--- config.mk ---
export PLATFORM = sky130hd
export DESIGN_NAME = max_priority_queue_top
export DESIGN_NICKNAME = d
export VERILOG_FILES = /design/src/rtl/core/mpq_pkg.sv /design/src/rtl/core/max_priority_queue_top.sv /design/src/rtl/core/mpq_cell.sv
export SDC_FILE = /design/constraint.sdc
export NUM_CORES = 2
export LEC_CHECK = 0
export BUFFER_PORTS_ARGS = -buffer_cell sky130_fd_sc_hd__buf_4
export CORE_MARGIN = 2
export CORE_UTILIZATION = 28
export CTS_CLUSTER_DIAMETER = 60
export DETAILED_ROUTE_END_ITERATION = 16
export GPL_ROUTABILITY_DRIVEN = 0
export GPL_TIMING_DRIVEN = 0
export PLACE_DENSITY_LB_ADDON = 0.25
export SYNTH_ARGS = -nofsm -noshare
export SYNTH_HDL_FRONTEND = slang
export SYNTH_HIERARCHICAL = 1
export SYNTH_SLANG_ARGS = --single-unit
--- constraint.sdc ---
create_clock -name aclk -period 10.9 [get_ports aclk]
set_clock_uncertainty 0.1 [all_clocks]
set_input_delay 2.18 -clock aclk [delete_from_list [all_inputs] [get_ports aclk]]
set_output_delay 2.18 -clock aclk [all_outputs]
set_load 0.005 [all_outputs]
--- src/rtl/core/mpq_pkg.sv ---
// Shared types and constants for the max priority queue.
// Used by mpq_cell and max_priority_queue_top; no dependencies.
package mpq_pkg;

    localparam int KEY_W       = 32;
    localparam int OP_W        = 2;
    localparam int COUNT_OUT_W = 5;

    // Request operation codes
    typedef enum logic [OP_W-1:0] {
        OP_PUSH  = 2'd0,
        OP_POP   = 2'd1,
        OP_CLEAR = 2'd2,
        OP_QUERY = 2'd3
    } op_t;

    // Broadcast from the controller to every cell
    typedef struct packed {
        logic                    push;
        logic                    pop;
        logic signed [KEY_W-1:0] value;
    } cell_ctrl_t;

endpackage

--- src/rtl/core/max_priority_queue_top.sv ---
// Max priority queue of signed 32-bit keys built as a chain of sorted cells.
// Depends on mpq_pkg and mpq_cell.
//
// Usage:
//   Input channel (s_valid/s_ready) carries one request: s_operation selects
//   push s_value, pop the largest key, clear, or query only.
//   Result channel (m_valid/m_ready) returns one result per request: the
//   largest key after the operation (0 when empty), the key count (low five
//   bits), an empty flag and an error flag (push on full, pop on empty).
//   A failing push or pop leaves the stored keys untouched.
// Latency and throughput:
//   A request is handled in the cycle it is accepted; its result is valid on
//   the next cycle from the output register. One request per cycle while the
//   receiver takes results, set by the single compare-and-shift step that
//   every cell does in parallel.
// Reset:
//   aresetn (synchronous, active low) empties the queue and drops any pending
//   result. Key storage is not cleared; slots above the count are never read.
// Stall:
//   While a result waits and m_ready is low, s_ready is low and no request is
//   taken; the held result stays stable.
module max_priority_queue_top #(
    parameter int CAPACITY = 16
) (
    input  logic                             aclk,
    input  logic                             aresetn,
    input  logic                             s_valid,
    output logic                             s_ready,
    input  logic [mpq_pkg::OP_W-1:0]         s_operation,
    input  logic signed [mpq_pkg::KEY_W-1:0] s_value,
    output logic                             m_valid,
    input  logic                             m_ready,
    output logic signed [mpq_pkg::KEY_W-1:0] m_top_value,
    output logic [mpq_pkg::COUNT_OUT_W-1:0]  m_count,
    output logic                             m_is_empty,
    output logic                             m_error
);
    import mpq_pkg::*;

    localparam int CW = $clog2(CAPACITY + 1);

    logic                    accept;
    op_t                     op;
    cell_ctrl_t              ctrl;
    logic [CW-1:0]           count_reg;
    logic [CW-1:0]           count_next;
    logic                    full;
    logic                    empty;
    logic                    err;
    logic signed [KEY_W-1:0] top_key;
    logic [CW+COUNT_OUT_W-1:0] count_ext;

    logic signed [KEY_W-1:0] key_w [CAPACITY];
    logic                    gt_w  [CAPACITY];

    logic                    m_valid_reg;
    logic signed [KEY_W-1:0] m_top_value_reg;
    logic [COUNT_OUT_W-1:0]  m_count_reg;
    logic                    m_is_empty_reg;
    logic                    m_error_reg;

    assign s_ready = !m_valid_reg || m_ready;
    assign accept  = s_valid && s_ready;
    assign op      = op_t'(s_operation);
    assign full    = (count_reg == CW'(CAPACITY));
    assign empty   = (count_reg == '0);

    // Decode the request into cell controls and the new count
    always_comb begin
        ctrl.push  = 1'b0;
        ctrl.pop   = 1'b0;
        ctrl.value = s_value;
        count_next = count_reg;
        err        = 1'b0;
        top_key    = key_w[0];
        unique case (op)
            OP_PUSH: begin
                if (full) begin
                    err = 1'b1;
                end else begin
                    ctrl.push  = accept;
                    count_next = count_reg + CW'(1);
                    top_key    = gt_w[0] ? s_value : key_w[0];
                end
            end
            OP_POP: begin
                if (empty) begin
                    err = 1'b1;
                end else begin
                    ctrl.pop   = accept;
                    count_next = count_reg - CW'(1);
                    top_key    = key_w[1];
                end
            end
            OP_CLEAR: begin
                count_next = '0;
            end
            OP_QUERY: begin
            end
            default: begin
            end
        endcase
    end

    // Cell chain
    for (genvar i = 0; i < CAPACITY; i++) begin : g_cell
        logic signed [KEY_W-1:0] prev_key;
        logic                    prev_gt;
        logic signed [KEY_W-1:0] next_key;

        if (i == 0) begin : g_first
            assign prev_key = '0;
            assign prev_gt  = 1'b0;
        end else begin : g_mid
            assign prev_key = key_w[i-1];
            assign prev_gt  = gt_w[i-1];
        end

        if (i == CAPACITY - 1) begin : g_last
            assign next_key = key_w[i];
        end else begin : g_inner
            assign next_key = key_w[i+1];
        end

        mpq_cell #(
            .IDX (i),
            .CW  (CW)
        ) u_cell (
            .aclk     (aclk),
            .ctrl     (ctrl),
            .count    (count_reg),
            .prev_key (prev_key),
            .prev_gt  (prev_gt),
            .next_key (next_key),
            .key      (key_w[i]),
            .gt       (gt_w[i])
        );
    end

    // Entry count
    always_ff @(posedge aclk) begin
        if (!aresetn) begin
            count_reg <= '0;
        end else if (accept) begin
            count_reg <= count_next;
        end
    end

    assign count_ext = {{COUNT_OUT_W{1'b0}}, count_next};

    // Result register
    always_ff @(posedge aclk) begin
        if (!aresetn) begin
            m_valid_reg <= 1'b0;
        end else if (accept) begin
            m_valid_reg <= 1'b1;
        end else if (m_ready) begin
            m_valid_reg <= 1'b0;
        end
    end

    always_ff @(posedge aclk) begin
        if (accept) begin
            m_top_value_reg <= (count_next == '0) ? '0 : top_key;
            m_count_reg     <= count_ext[COUNT_OUT_W-1:0];
            m_is_empty_reg  <= (count_next == '0);
            m_error_reg     <= err;
        end
    end

    assign m_valid     = m_valid_reg;
    assign m_top_value = m_top_value_reg;
    assign m_count     = m_count_reg;
    assign m_is_empty  = m_is_empty_reg;
    assign m_error     = m_error_reg;

    // Checks
    a_count_bound: assert property (@(posedge aclk) disable iff (!aresetn)
        count_reg <= CW'(CAPACITY))
        else $error("entry count above capacity");

    a_sorted_head: assert property (@(posedge aclk) disable iff (!aresetn)
        (count_reg >= CW'(2)) |-> (key_w[0] >= key_w[1]))
        else $error("head cells out of order");

    a_full_push: assert property (@(posedge aclk) disable iff (!aresetn)
        (accept && op == OP_PUSH && full) |=> (m_error_reg && $stable(count_reg)))
        else $error("push on full queue not rejected");

    a_empty_pop: assert property (@(posedge aclk) disable iff (!aresetn)
        (accept && op == OP_POP && empty) |=> (m_error_reg && m_is_empty_reg))
        else $error("pop on empty queue not rejected");

    a_result_follows: assert property (@(posedge aclk) disable iff (!aresetn)
        accept |=> m_valid_reg)
        else $error("accepted request produced no result");

endmodule

--- src/rtl/core/mpq_cell.sv ---
// One slot of the sorted shift-register queue (largest key in cell 0).
// Depends on mpq_pkg for the key width and the control struct.
module mpq_cell #(
    parameter int IDX = 0,
    parameter int CW  = 5
) (
    input  logic                            aclk,
    input  mpq_pkg::cell_ctrl_t             ctrl,
    input  logic [CW-1:0]                   count,
    input  logic signed [mpq_pkg::KEY_W-1:0] prev_key,
    input  logic                            prev_gt,
    input  logic signed [mpq_pkg::KEY_W-1:0] next_key,
    output logic signed [mpq_pkg::KEY_W-1:0] key,
    output logic                            gt
);
    import mpq_pkg::*;

    logic signed [KEY_W-1:0] key_reg;
    logic signed [KEY_W-1:0] key_next;
    logic                    occupied;

    assign occupied = (count > CW'(IDX));

    // Empty slots count as smaller than any key
    assign gt = !occupied || (ctrl.value > key_reg);

    // Push: insert at the first slot the new key beats, shift the rest down.
    // Pop: everything moves up one slot.
    always_comb begin
        key_next = key_reg;
        if (ctrl.push) begin
            if (gt) begin
                key_next = prev_gt ? prev_key : ctrl.value;
            end
        end else if (ctrl.pop) begin
            key_next = next_key;
        end
    end

    always_ff @(posedge aclk) begin
        key_reg <= key_next;
    end

    assign key = key_reg;

endmodule

[After elaboration in Yosys (flattened, before gate mapping)]
Cells that the tools add are included.
Widths: inputs -> output; s select.
Operators by class
  add/sub/neg operators: 2
  order comparisons: 32
  eq/ne operators: 17
  multiplexer cells: 75
  reduce and logical (&&, ||, !) cells: 55
Operator list (number)
  $mux 32: 62
  $gt 32x32->1: 16
  $pmux 32 s2: 1
  $gt 5x4->1 const B: 8
  $reduce_and 2->1: 15
  $ne 2x1->1 const B: 14
  $gt 5x3->1 const B: 4
  $logic_not 1->1: 17
  $logic_or 1x1->1: 17
  $pmux 5 s3: 1
  $gt 5x1->1 const B: 2
  $gt 5x2->1 const B: 2
  $logic_not 5->1: 2
  $mux 5: 2
  $mux 1: 8
  $add 5x1->5 const B: 1
  $eq 5x5->1 const B: 1
  $sub 5x1->5 const B: 1
  $reduce_bool 2->1: 2
  $eq 2x1->1 const B: 1
  $eq 2x2->1 const B: 1
  $logic_not 2->1: 1
  $pmux 1 s2: 1
  $logic_and 1x1->1: 1
Word-level totals
  bits in registers: 557
  input bits: 38
  output and inout bits: 41
  logic and storage cells: 203

[Longest topological paths before layout]
  depth after elaboration: 7
  gate-level depth with buffers: 13
  mapped depth without buffers: 12

[Modules after synthesis]
The synthesis kept the hierarchy.
By module, submodules not included
  mpq_cell (g_cell[12].u_cell ...): instances 2, cells an instance 262, area an instance 2488.6 µm², sequential area each 960.9 µm²
  mpq_cell (g_cell[14].u_cell ...): instances 2, cells an instance 261, area an instance 2484.9 µm², sequential area each 960.9 µm²
  mpq_cell (g_cell[13].u_cell ...): instances 2, cells an instance 261, area an instance 2483.6 µm², sequential area each 960.9 µm²
  mpq_cell (g_cell[11].u_cell ...): instances 2, cells an instance 261, area an instance 2482.4 µm², sequential area each 960.9 µm²
  max_priority_queue_top: instances 1, cells an instance 231, area an instance 2650.0 µm², sequential area each 1291.2 µm²
  mpq_cell (g_cell[0].u_cell): instances 1, cells an instance 267, area an instance 2512.4 µm², sequential area each 960.9 µm²
  mpq_cell (g_cell[9].u_cell): instances 1, cells an instance 266, area an instance 2511.2 µm², sequential area each 960.9 µm²
  mpq_cell (g_cell[3].u_cell): instances 1, cells an instance 265, area an instance 2506.2 µm², sequential area each 960.9 µm²
  mpq_cell (g_cell[4].u_cell): instances 1, cells an instance 262, area an instance 2503.7 µm², sequential area each 960.9 µm²
  mpq_cell (g_cell[10].u_cell): instances 1, cells an instance 262, area an instance 2489.9 µm², sequential area each 960.9 µm²
  mpq_cell (g_cell[2].u_cell): instances 1, cells an instance 261, area an instance 2486.1 µm², sequential area each 960.9 µm²
  mpq_cell (g_cell[15].u_cell): instances 1, cells an instance 260, area an instance 2474.9 µm², sequential area each 960.9 µm²
  mpq_cell (g_cell[7].u_cell): instances 1, cells an instance 259, area an instance 2451.1 µm², sequential area each 960.9 µm²

[Worst setup path before layout]
OpenSTA, ideal clock, no wires.
  kind: input to register
  start point: input m_ready
  end point: register g_cell[7].u_cell.key_reg[0], enable pin
  setup time: 0.470 ns
  arrival time: 6.840 ns
  data required time: 10.330 ns
  slack: 3.490 ns
  stages: 5
  path buffers: 0
  path through: nand2b_1 > nand2_1 > nor2_1 > nand2b_1 > o31ai_1
RTL lines
  from (decl): line max_priority_queue_top.sv:32  | input logic m_ready,
  to (signal assigned): line mpq_cell.sv:41  | key_reg <= key_next;
  to (decl): line mpq_cell.sv:18  | logic signed [KEY_W-1:0] key_reg;

[Worst setup path in the final report]
  start point: input s_value[27] (netlist bit)
  end point: register g_cell[4].u_cell.key_reg[5], data pin
Between the ends
  cells in the longest elaborated chain, start to end: 5
Ends and longest elaborated chain
  from (decl): line max_priority_queue_top.sv:30  | input logic signed [mpq_pkg::KEY_W-1:0] s_value,
  $gt 32x32->1: line mpq_cell.sv:25  | assign gt = !occupied || (ctrl.value > key_reg);
  $logic_or 1x1->1: line mpq_cell.sv:25
  net g_cell[4].prev_gt: line max_priority_queue_top.sv:108  | logic prev_gt;
  $mux 32: line mpq_cell.sv:33  | key_next = prev_gt ? prev_key : ctrl.value;
  $mux 32: line mpq_cell.sv:32  | if (gt) begin
  $mux 32: line mpq_cell.sv:31  | if (ctrl.push) begin
  net g_cell[4].u_cell.key_next[5]: line mpq_cell.sv:19  | logic signed [KEY_W-1:0] key_next;
  to (signal assigned): line mpq_cell.sv:41
  to (decl): line mpq_cell.sv:18
The timed path passes the listed nets, and every way through them passes these cells. The select of a mux whose other input is x is not followed.
A chain may end at the register's enable or synchronous reset.

==> reports/qor.log <==
[route] Vias per Instance 4.81
[floorplan] I/O Pins 79
[sta] f_max 0.173 GHz
[clocking] CTS buffer count 70
[worst_setup_path] endpoint kind of the worst setup timing path register
[clocking] Skew-Pair Late Insertion Delay 660 ps
[clocking] Post-CTS Setup Bufs 0
[clocking] clock sinks 557
[sta] worst max-slew margin expressed relative to the limit 0.217
[global_routing] number of global-route vias before repair 33400
[floorplan] Die Ht 393 um
[clocking] TritonCTS clock tree built
[worst_setup_path] critical path endpoint g_cell[4].u_cell/key[5]
[final_layout] nets@finish 5174
[status] run status complete, no violations
[sta] post-route setup TNS 0 ps
[worst_setup_path] worst flop-to-flop path endpoint g_cell[15].u_cell/key[5]
[final_layout] ant diodes 0
[flow_run] Maximum Capacitance Violations 0
[route] routed vias 32200
[worst_setup_path] depth of the worst register-to-register path 10
[final_layout] flip-flop count of the largest register, all copies and words added 512
[route] WL final 119 mm
[final_layout] Area growth, synth to finish 14.4%
[worst_setup_path] Worst R2R Setup Slack 6140 ps
[pwr] Max VDD drop 113 uV
[global_routing] initial antenna violation count 0
[floorplan] total die area 0.155 mm2
[sta] number of hold violations in the final report 0
[place] Buffers on Ports 78
[worst_setup_path] WS Path Type in -> reg
[floorplan] Site Rows 142
[sta] final setup fails 0
[route] number of nets with antenna violations after detailed routing 0
[floorplan] starting utilization of the core area 0.283
[global_routing] total routing resource utilization after global routing 0.151
[global_routing] global-route wire length before repair 188 mm
[final_layout] non-filler cells, final 6690
[sta] final cycle utilization of the critical path 0.529
[pwr] Power Total 6.72 mW
[floorplan] total core area 0.150 mm2
[route] # DRC 0
[sta] time the final worst path needs with I/O delays and setup 5770 ps
[clocking] number of buffers on the longest clock path 3
[clocking] Post-CTS Resized 0
[route] violation count after the first detailed-route iteration 1568
[final_layout] fraction of final layout cells sized beyond drive strength 1 0.0824
[global_routing] global route overflow 0
[logic_synthesis] instance count of the mapped netlist 4421
[worst_setup_path] startpoint of the most critical setup path s_value[27]
[pwr] Cell Pwr Density 138 mW/mm2
[final_layout] most frequent cells in the layout 743 x sky130_fd_sc_hd__a21oi_1, 559 x sky130_fd_sc_hd__nor2_1, 551 x sky130_fd_sc_hd__edfxtp_1, 547 x sky130_fd_sc_hd__inv_1
[logic_synthesis] Mean Syn Cell Area 9.60 um2
[place] Placed Cells incl. Taps 6566
[worst_setup_path] type of element launching the critical path primary input
[global_routing] maximum number of pins on one net before global-route repair 46
[floorplan] chip width 393 um
[worst_setup_path] Critical Path RT 11190 ps
[pwr] Leakage 23.1 nW
[clocking] cell at the root of the clock tree sky130_fd_sc_hd__clkbuf_16
[worst_setup_path] highest net fanout along the worst path 33
[sta] transition time of the tightest slew-check pin 1160 ps
[logic_synthesis] post-synth design cell area 0.0425 mm2
[clocking] Hold-fix buffers, CTS 0
[place] Placement Cell Area 0.0463 mm2
[clocking] clock edge transition at the registers on the reported setup and hold paths 60 ps
[route] DR WL/cell 17.8 um
[worst_setup_path] Worst R2R Start count_reg[0]
[final_layout] cell area after layout 0.0486 mm2
[logic_synthesis] Warnings, synthesis 6
[sta] max-slew violation count 0
[sta] RSZ-0062 raised after global routing false
[clocking] H-Tree Depth 3
[route] Pre-antenna DRT Iters 6
[final_layout] most common cell after layout, fill and taps aside sky130_fd_sc_hd__a21oi_1
[worst_setup_path] signal arrival time at the worst endpoint 6060 ps
[worst_hold_path] worst hold path class reg -> reg
[place] HPWL reported at the end of detailed placement 96.0 mm
## layer usage
| metal | up-vias | GRT usage | part of all wire |
|---|---|---|---|
| met5 | - | 0 | 0 |
| met1 | 15200 | 0.194 | 0.46 |
| met3 | 184 | 0.0193 | 0.028 |
| li1 | 16300 | - | - |
| met4 | 0 | 0.0477 | 0.030 |
| met2 | 488 | 0.261 | 0.48 |
## where the power goes
part	total [mW]	switching [mW]	leakage, nW	internal, mW
Combinational	1.55	0.927	16.8	0.625
Sequential	2.80	0.175	5.19	2.63
Clock	2.37	0.979	1.09	1.39
Total	6.72	2.08	23.1	4.64
## worst max-delay path, cell delays in order
cell and delay, ps:
sky130_fd_sc_hd__buf_4 230, sky130_fd_sc_hd__ha_1 450, sky130_fd_sc_hd__nand4_1 230, sky130_fd_sc_hd__nor4_2 600, sky130_fd_sc_hd__nor2_1 200, sky130_fd_sc_hd__a31oi_1 480
sky130_fd_sc_hd__a2111oi_2 150, sky130_fd_sc_hd__o21ai_1 160, sky130_fd_sc_hd__clkbuf_1 320, sky130_fd_sc_hd__buf_1 620, sky130_fd_sc_hd__mux2i_1 280, sky130_fd_sc_hd__a21oi_1 90
## per-stage QoR
stage	setup slack, ps	utilization	hold slack, ps
finish	5130	0.324	442
global route	5080	0.324	527
CTS	5190	0.324	446
detailed placement	4480	0.309	438
global placement	-799	0.304	430
floorplan	3490	-	445
## area by class of cell
type | count | area, um2
Fill cell | 15800 | 102000
Clock buffer | 89 | 1890
Timing Repair Buffer | 97 | 1050
Clock inverter | 35 | 362
Tap cell | 2016 | 2520
Sequential cell | 557 | 16700
Buffer | 197 | 868
Multi-Input combinational cell | 3151 | 23200
Inverter | 548 | 2060
## worst min path at each step
| stage | from | end | slack [ps] | depth (start not counted) |
|---|---|---|---|---|
| after floorplan | m_valid | m_valid | 440 | 2 |
| after global placement | m_valid | m_valid | 430 | 2 |
| after detailed placement | m_valid | m_valid | 440 | 2 |
| after CTS | m_valid | m_valid | 450 | 2 |
| after global routing | m_valid | m_valid | 530 | 2 |
| final | m_valid | m_valid | 440 | 2 |
No activity file was read; power rests on OpenSTA's default activity.
